--- config.mk ---
export PLATFORM = sky130hd
export DESIGN_NAME = sste_ram
export DESIGN_NICKNAME = d
export VERILOG_FILES = /design/src/rtl/sste_ram.sv
export SDC_FILE = /design/constraint.sdc
export NUM_CORES = 1
export LEC_CHECK = 0
export ABC_AREA = 1
export BUFFER_PORTS_ARGS = -buffer_cell sky130_fd_sc_hd__buf_2
export CAP_MARGIN = 5
export CORE_MARGIN = 8
export CORE_UTILIZATION = 50
export CTS_BUF_LIST = sky130_fd_sc_hd__clkbuf_16
export DETAILED_ROUTE_END_ITERATION = 6
export PLACE_DENSITY = 0.7
export SLEW_MARGIN = 10
export SYNTH_ARGS = -nofsm -noshare
export SYNTH_HDL_FRONTEND = slang
export SYNTH_SLANG_ARGS = --single-unit
--- constraint.sdc ---
create_clock -name i_clk -period 1.8 [get_ports i_clk]
set_clock_uncertainty 0.15 [all_clocks]
set_input_delay 0.27 -clock i_clk [delete_from_list [all_inputs] [get_ports i_clk]]
set_output_delay 0.27 -clock i_clk [all_outputs]
set_load 0.01 [all_outputs]
--- src/rtl/sste_ram.sv ---
`timescale 1ns / 1ps
// Generic simple dual-port RAM: one write port, one read port, registered read.
// No dependencies.
module sste_ram #(
    parameter int WIDTH = 8,
    parameter int DEPTH = 16
) (
    input  logic                                     i_clk,
    input  logic                                     i_we,
    input  logic [((DEPTH > 1) ? $clog2(DEPTH) : 1)-1:0] i_waddr,
    input  logic [WIDTH-1:0]                         i_wdata,
    input  logic                                     i_re,
    input  logic [((DEPTH > 1) ? $clog2(DEPTH) : 1)-1:0] i_raddr,
    output logic [WIDTH-1:0]                         o_rdata
);
    logic [WIDTH-1:0] r_mem [DEPTH];
    logic [WIDTH-1:0] r_rdata;

    always_ff @(posedge i_clk) begin
        if (i_we) begin
            r_mem[i_waddr] <= i_wdata;
        end
        if (i_re) begin
            r_rdata <= r_mem[i_raddr];
        end
    end

    assign o_rdata = r_rdata;
endmodule

### After elaboration in Yosys (flattened, before gate mapping)

Memory sizes are Yosys's and may differ from the RTL's. A register that Yosys moved wholly into a read port is not among the register bits.
Index checks and enable logic that the tools add are counted.

* memory bits (read-only): 0
* latch bits: 0
* flip-flop bits (word level): 0
* word-level logic and storage cells: 3
* input port bits: 19
* output and inout port bits: 8
* memories: 1
* RAM bits: 128

Memories
* r_mem: depth 16, width 8, rd ports 1, clocked after Yosys merged registers in 1, write ports 1, line 16 `logic [WIDTH-1:0] r_mem [DEPTH];`

* bitwise operators: 0
* $lt $le $gt $ge: 0
* add/subtract/negate cells: 0
* div/mod/pow operators: 0
* equality and inequality tests: 0
* $mul: 0
* reductions and logical operators: 0
* muxes and demuxes: 2
* shift operators: 0

Operator list (number)
* two-way mux 1 bit: 2

### Depth between registers and ports, before layout

Gate-level depths: netlist of the first run.

* depth after elaboration: 2
* depth in mapped cells: 8
* depth with buffers taken out: 7

### Worst setup path before layout of the first run

OpenSTA, ideal clock, no wires.

* path kind: input-to-reg
* from: input port i_waddr[2] in the netlist's numbering
* to: memory r_mem[10][0] (enable)
* buffers on the path: 0
* library setup time: 0.370 ns
* arrival time: 0.851 ns
* data required time: 1.280 ns
* slack: 0.429 ns
* stages on the path: 2
* cells stage by stage: nand3b_1 nor2_1

RTL lines
* start, declared: line 10 `input logic [((DEPTH > 1) ? $clog2(DEPTH) : 1)-1:0] i_waddr,`
* end, declared: line 16

Straight into the memory's write port.

### Worst setup path in the final report of the first run

* from: register r_rdata[7] (netlist: o_rdata[7]) (read register of r_mem)
* to: output port o_rdata[7]

RTL lines
* start, declared: line 17 `logic [WIDTH-1:0] r_rdata;`
* end, declared: line 14 `output logic [WIDTH-1:0] o_rdata`

No word-level cell between the ends.

==> results_dict.tcl, run 1 <==
set metrics [dict create \
    vdd_drop_max_uv 627 \
    slowest_delay_ps 430 \
    num_antenna_cells 0 \
    syn_to_final_growth_pct 15.3 \
    layout-drive-gt1-share_pct 12.8 \
    worstPathMaxFanout 1 \
    clk_latency_ps 410 \
    syn_inst 551 \
    wirelength_um 13500 \
    hp-start "i_re" \
    tightest_slew_ps 630 \
    finalNetCount 615 \
    route.vias.total 3933 \
    synth_area_um2 5850 \
    use_met3_pct 4.49 \
    drc_errors 0 \
    syn_area_per_cell_um2 10.6 \
    path_buf_inv 1 \
    cp_slowest_cell "edfxtp_1" \
    arrival_ps 1000 \
    busiest_layer "met2" \
    grt_util_met2_pct 31.3 \
    cts_made_buffers 17 \
    gp_congestion 0.916 \
    fin_worst_hold_slack_ps 96.6 \
    wl_per_cell_um 17.9 \
    dp_hpwl_um 8320 \
    clockRootBuffer "clkbuf_16" \
    worstSetupPathType "reg2out" \
    cts.clk_slew.worst_paths_ps 60 \
    die_area_um2 15400 \
    clockBufferDepth 2 \
    multiInputGateArea_um2 1210 \
    cts.htree.levels 4 \
    synth_warnings 0 \
    cp.depth 1 \
    initial_core_util_pct 51.2 \
    core.rowCount 39 \
    drt_iter0_markers 578 \
    postCtsSetupBuffers 0 \
    seq_power_share_pct 49.8 \
    total_power_uw 7220 \
    swShare_pct 21.2 \
    cts_resized 0 \
    cp_cell_sequence "buf_2" \
    cts.sinks 136 \
    overflow 0 \
    dieWidth_um 124 \
    required_ps 1380 \
    slew_headroom_pct 58.0 \
    final_hold_viol_count 0 \
    finalSetupTns_ps 0 \
    pwr-share-comb_pct 6.1 \
    status "complete, no violations" \
    path_delay_family "flip-flops" \
    cp-startpoint "o_rdata[7]" \
    antenna_found_initial 0 \
    finalCritPeriodShare_pct 79.0 \
    p_leak_uw 0.00294 \
    worstHoldEndpoint "o_rdata[2]" \
    critPathCaptureType "output pin" \
    p_int_uw 5690 \
    die_y_um 124 \
    portBuffers 26 \
    seq_area_frac_synth_pct 69.8 \
    placed_area_um2 6190 \
    r2r_setup_slack_ps 470 \
    grtUsageMet1_pct 22.5 \
    rr_endpoint "o_rdata[3]" \
    maxCapViolCount 0 \
    final_common_cell "nand2_1" \
    final_area_um2 6740 \
    reg2reg_depth 6 \
    viasPerCell 5.24 \
    finalCriticalPeriod_ps 1420 \
    p_clk_share_pct 44.1 \
    n_fill_cell 960 \
    seq_area_um2 4080 \
    ys_types 11 \
    grt_max_degree 37 \
    syn_nets 570 \
    holdPathStages 1 \
    grt_pass1_vias 3989 \
    grt_pass1_wl_um 21100 \
    p_sw_uw 1530 \
    io_pins 27 \
    fmax_ghz 0.703 \
    power_density_nw_per_um2 1070 \
    setup_viol 0 \
    postRouteAntennaNets 0 \
    grt_use_total_pct 18.8 \
    slew_viol_final 0 \
    design.core.area_um2 11400 \
    first_pass_iters 4 \
    postCtsHoldBufs 0 \
    min-delay-path-class "in2reg" \
    worst_setup_path_start_kind "register" \
    final_cell_mix "173 x nand2_1, 136 x edfxtp_1, 103 x inv_1" \
    cts_tree "done" \
    rsz0062_at_grt "false" \
    r2r_start "r_mem[4][3]" \
    ys_ff_latch 136 \
]
## cell families after synthesis
| logic type | share of synthesized area, % |
|---|---|
| buffers and inverters | 9.39 |
| flip-flops | 69.8 |
| AND/OR/NAND/NOR | 20.8 |
## through the flow
stage	cells	setup slack (ps)	util [%]
after global routing	751	344	59.0
after floorplan	551	429	-
after CTS	751	356	59.0
after detailed placement	720	122	54.3
final	751	378	59.0
after global placement	720	155	54.3
## layer usage
| metal | vias to the layer above | wire length, um |
|---|---|---|
| li1 | 1871 | - |
| met1 | 1863 | 5460 |
| met2 | 170 | 6630 |
| met3 | 29 | 1000 |
| met4 | 0 | 363 |
| met5 | - | 0 |
## area by class of cell
cell class | count | share of cell area (%)
clock buffers | 17 | 6.31
clock inverters | 14 | 1.76
inverters | 102 | 5.68
multi-input cells | 289 | 18.0
flip-flops and latches | 136 | 60.6
well taps | 143 | 2.66
repair buffers | 50 | 4.98
## power by group through the flow
stage	sequential [uW]	combinational [uW]	clock, uW
floorplan	3660	250	0
global placement	3650	428	0
detailed placement	3660	438	0
CTS	3590	445	3230
global route	3600	489	3360
finish	3590	443	3180
## Yosys cell counts
cell      instances  area, um^2
nand3_1          97         485
buf_2            13        65.1
nand2_1         173         649
inv_1           100         375
nand3b_1          2        15.0
buf_1             1        3.75
buf_4             4        30.0
buf_6             6        67.6
nor2_1           17        63.8
edfxtp_1        136        4080
inv_2             2        7.51
## flip-flops by register name, summed over array words and instances (netlist names)
register and count:
o_rdata 8, r_mem 128
## worst max-delay path by stage
stage / end
detailed placement: o_rdata[3]
floorplan: r_mem[10][0]
finish: o_rdata[7]
global route: o_rdata[7]
global placement: o_rdata[3]
CTS: o_rdata[7]
(Power assumes the default switching activity.)
==> run 2: changes to the inputs <==
==> constraint.sdc (replaced) <==
create_clock -name i_clk -period 1.37 [get_ports i_clk]
set_clock_uncertainty 0.15 [all_clocks]
set_input_delay 0.2055 -clock i_clk [delete_from_list [all_inputs] [get_ports i_clk]]
set_output_delay 0.2055 -clock i_clk [all_outputs]
set_load 0.01 [all_outputs]
==> run 2 against run 1 <==
Effect of this change:
- worst setup slack lost 360 ps
- critical endpoint is now o_rdata[0]
- final area increased by 1.1%
- first-iteration DRC count fell by 24%
- power up 28%
- highest routed layer unchanged
- largest power group unchanged
- wire length decreased by 2.3%
- sequential power rose by 31%
- core utilization rose by 0.64 points
==> results_dict.tcl, run 2 (same netlist as run 1, synthesis figures left out) <==
set metrics [dict create \
    final_cell_mix "173 x nand2_1, 136 x edfxtp_1, 106 x inv_1" \
    path_delay_family "flip-flops" \
    dieWidth_um 124 \
    initial_core_util_pct 51.2 \
    fmax_ghz 0.742 \
    placed_area_um2 6280 \
    io_pins 27 \
    worstSetupPathType "reg2out" \
    slowest_delay_ps 430 \
    first_pass_iters 5 \
    die_area_um2 15400 \
    overflow 0 \
    clockRootBuffer "clkbuf_16" \
    worstPathMaxFanout 1 \
    slew_headroom_pct 74.2 \
    worst_setup_path_start_kind "register" \
    die_y_um 124 \
    route.vias.total 3919 \
    instances_no_fill 756 \
    largest_reg_flops 128 \
    viasPerCell 5.18 \
    cts.sinks 136 \
    maxCapViolCount 0 \
    portBuffers 26 \
    cts.clk_slew.worst_paths_ps 50 \
    required_ps 1010 \
    critPathCaptureType "output pin" \
    vdd_drop_max_uv 1050 \
    clockBufferDepth 2 \
    postRouteAntennaNets 0 \
    cts_tree "done" \
    dp_hpwl_um 8540 \
    cp_cell_sequence "buf_6" \
    num_antenna_cells 0 \
    final_area_um2 6810 \
    min-delay-path-class "in2reg" \
    core.rowCount 39 \
    slew_viol_final 0 \
    cts_made_buffers 17 \
    rsz0062_at_grt "true" \
    wl_per_cell_um 17.4 \
    top_register "r_mem" \
    finalCriticalPeriod_ps 1350 \
    wirelength_um 13200 \
    grt_use_total_pct 18.7 \
    status "complete, no violations" \
    drt_iter0_markers 438 \
    clk_latency_ps 420 \
    syn_to_final_growth_pct 16.5 \
    final_hold_viol_count 0 \
    gp_congestion 0.919 \
    dp_cells 725 \
    grt_pass1_wl_um 20700 \
    arrival_ps 990 \
    postCtsSetupBuffers 0 \
    path_buf_inv 1 \
    tightest_slew_ps 388 \
    final_common_cell "nand2_1" \
    power_density_nw_per_um2 1350 \
    antenna_found_initial 0 \
    cp_slowest_cell "edfxtp_1" \
    grt_pass1_vias 3911 \
    p_leak_uw 0.00299 \
    finalCritPeriodShare_pct 98.4 \
    setup_viol 0 \
    layout-drive-gt1-share_pct 12.9 \
    design.core.area_um2 11400 \
    grt_max_degree 42 \
    finalNetCount 621 \
    cts.htree.levels 4 \
    drc_errors 0 \
]
[run 2: cell count changes in the layout (fill, tap and decap cells not counted), sizes merged]
cell	before	now
buf	50	55
inv	105	108
dlygate4sd3	0	1
clkinv	7	6
bufinv	2	1
clkinvlp	2	0
[run 2: path summary, 6_finish.rpt]
| path | from | to | slack [ps] | cells past startpoint |
|---|---|---|---|---|
| min reg2reg | r_mem[15][4] | o_rdata[4] | 610 | 6 |
| max | o_rdata[0] | o_rdata[0] | 20 | 1 |
| min | i_wdata[2] | r_mem[5][2] | 60 | 1 |
| max reg2reg | r_mem[15][2] | o_rdata[2] | 70 | 6 |
[run 2: report_power, final]
part           internal [uW]  switching [uW]  total, uW
logic                    203             412        615
registers               4690            28.3       4720
clock network           2390            1500       3890
total                   7280            1940       9220
[run 2: stage by stage]
step / utilization (%) / hold slack (ps) / TNS [ps] / total power, uW / worst slack [ps]
floorplan: - / 154 / 0 / 5130 / 63.7
global placement: 55.0 / 419 / -919 / 5390 / -135
detailed placement: 55.0 / 429 / -1480 / 5410 / -166
CTS: 59.5 / 36.5 / -2.29 / 9290 / -2.29
global route: 59.7 / 51.3 / -12.5 / 9510 / -12.5
finish: 59.7 / 55.6 / 0 / 9220 / 21.8
[run 2: final cells by class]
class	count	area, um^2
repair buffers	56	439
well taps	143	179
multi-input cells	289	1220
clock inverters	13	77.6
flip-flops and latches	136	4080
clock buffers	17	425
fillers	900	4610
inverters	102	383
[run 2: repair_timing]
item                                    in CTS  in global routing
gates resized for setup                      0                  3
endpoints found under the setup margin       1                  3
hold buffers                                 1                  0
hold endpoints to repair                     8                  0
[run 2: routing by layer]
metal | wire (um) | GRT usage, % | vias up | part of all wire [%]
met4 | 339 | 10.4 | 0 | 2.6
met3 | 868 | 4.40 | 28 | 6.6
met5 | 0 | 0 | - | 0
li1 | - | - | 1885 | -
met1 | 5570 | 23.5 | 1849 | 42
met2 | 6380 | 29.5 | 157 | 48
==> run 3: changes to the inputs <==
--- a/config.mk
+++ b/config.mk
@@ -12,8 +12,10 @@
 export CORE_UTILIZATION = 50
 export CTS_BUF_LIST = sky130_fd_sc_hd__clkbuf_16
 export DETAILED_ROUTE_END_ITERATION = 6
+export MAX_ROUTING_LAYER = met4
 export PLACE_DENSITY = 0.7
 export SLEW_MARGIN = 10
 export SYNTH_ARGS = -nofsm -noshare
 export SYNTH_HDL_FRONTEND = slang
 export SYNTH_SLANG_ARGS = --single-unit
+export TNS_END_PERCENT = 10
==> run 3 against run 2 <==
Effect of this change:
- sequential power barely moved
- via count down 0.89%
- critical path depth unchanged
- first-iteration DRC count fell by 9.6%
- non-clock buffer count decreased by 2
- sequential share of layout area rose by 0.18 points
- count of clock-buffer cells in the layout stayed put
- sequential cell count unchanged
- clock power rose by 3%
==> results_dict.tcl, run 3 (same netlist as run 1, synthesis figures left out) <==
set metrics [dict create \
    arrival_ps 1000 \
    maxCapViolCount 0 \
    drc_errors 0 \
    finalSetupTns_ps 0 \
    r2r_start "r_mem[2][5]" \
    final_cell_mix "173 x nand2_1, 136 x edfxtp_1, 103 x inv_1" \
    placed_area_um2 6250 \
    dieWidth_um 124 \
    largest_reg_flops 128 \
    preCtsSetupSlack_ps -262 \
    hp-start "i_wdata[2]" \
    die_area_um2 15400 \
    required_ps 1010 \
    overflow 0 \
    grt_max_degree 37 \
    p_clk_share_pct 42.9 \
    swShare_pct 21.5 \
    rr_endpoint "o_rdata[5]" \
    slowest_delay_ps 420 \
    cp_cell_sequence "buf_2" \
    slew_headroom_pct 57.5 \
    path_buf_inv 1 \
    grt_pass1_wl_um 20200 \
    dr_wl_met3_um 1030 \
    critPathCaptureType "output pin" \
    final_area_um2 6790 \
    min-delay-path-class "in2reg" \
    fmax_ghz 0.739 \
    final_common_cell "nand2_1" \
    p_int_uw 7310 \
    path_delay_family "flip-flops" \
    reg2reg_depth 6 \
    cts_tree "done" \
    worstSetupPathType "reg2out" \
    cts.clk_slew.worst_paths_ps 50 \
    status "complete, no violations" \
    syn_to_final_growth_pct 16.2 \
    num_antenna_cells 0 \
    cts_made_buffers 17 \
    dp_hpwl_um 8230 \
    vdd_drop_max_uv 770 \
    utilization_pct 59.5 \
    layout-drive-gt1-share_pct 13.5 \
    grt_use_total_pct 18.5 \
    wl_met2_um 6050 \
    clockBufferDepth 2 \
    power_density_nw_per_um2 1370 \
    clockRootBuffer "clkbuf_16" \
    postRouteAntennaNets 0 \
    initial_core_util_pct 51.2 \
    n_fill_cell 957 \
    setup_ws_ps 17.3 \
    io_pins 27 \
    setup_viol 0 \
    pwr-share-comb_pct 6.4 \
    first_pass_iters 6 \
    finalCritPeriodShare_pct 98.7 \
    portBuffers 26 \
    worst_setup_path_start_kind "register" \
    cts.htree.levels 4 \
    final_hold_viol_count 0 \
    worstHoldEndpoint "r_mem[3][2]" \
    clk_latency_ps 410 \
    dp_cells 723 \
    gp_congestion 0.888 \
    r2r_setup_slack_ps 90 \
    die_y_um 124 \
    instances_no_fill 756 \
    antenna_found_initial 0 \
    finalCriticalPeriod_ps 1350 \
    route.vias.total 3884 \
    viasPerCell 5.14 \
    drt_iter0_markers 396 \
    rsz0062_at_grt "true" \
    wirelength_um 12800 \
    seq_power_share_pct 50.7 \
    top_layer "met4" \
    design.core.area_um2 11400 \
    wl_per_cell_um 16.9 \
    worstPathMaxFanout 1 \
    top_register "r_mem" \
    holdPathStages 1 \
    grt_pass1_vias 3816 \
    slew_viol_final 0 \
    p_leak_uw 0.00297 \
    finalNetCount 619 \
    cts.sinks 136 \
    p_sw_uw 2000 \
    wl_met1_um 5460 \
    core.rowCount 39 \
    cp_slowest_cell "edfxtp_1" \
    tightest_slew_ps 636 \
]
## run 3: through the flow
step,hold WS (ps),power [uW]
2_1_floorplan,154,5130
3_3_place_gp,423,5380
3_5_place_dp,432,5400
4_1_cts,40.8,9370
5_1_grt,63.3,9620
6_report,61.6,9310
## run 3: how the worst max path moves through the flow
stage                     startpoint     endpoint  slack [ps]  cells past startpoint
after floorplan           i_waddr[3]  r_mem[4][0]          60                      2
after global placement    i_raddr[1]   o_rdata[5]        -200                      6
after detailed placement  i_raddr[1]   o_rdata[6]        -260                      6
after CTS                 o_rdata[1]   o_rdata[1]          10                      1
after global routing      o_rdata[7]   o_rdata[7]          -5                      1
final                     o_rdata[1]   o_rdata[1]          20                      1
## run 3: cell type report
cell class	count	area, um^2	area share [%]
Clock buffer	17	425	6.26
Clock inverter	15	96.3	1.42
Inverter	102	383	5.64
Multi-Input combinational cell	289	1220	17.9
Sequential cell	136	4080	60.1
Tap cell	143	179	2.63
Timing Repair Buffer	54	405	5.97
## run 3: routing by layer
| layer | vias to the layer above | GRT usage (%) |
|---|---|---|
| met5 | - | - |
| met4 | 0 | 8.33 |
| met3 | 25 | 5.12 |
| met2 | 173 | 27.4 |
| met1 | 1809 | 23.2 |
| li1 | 1877 | - |
## run 3: timing repair
action / in CTS / in global routing
buffers inserted: 0 / 0
hold buffers: 1 / 0
setup endpoints to repair: 0 / 2
endpoints found under the hold margin: 2 / 0
gates resized for setup: 0 / 1
## run 3: power by group through the flow
stage / clock [uW] / sequential [uW] / combinational (uW)
CTS: 4060 / 4720 / 600
global route: 4240 / 4720 / 661
finish: 4000 / 4720 / 596
detailed placement: 0 / 4800 / 595
floorplan: 0 / 4810 / 329
global placement: 0 / 4800 / 580
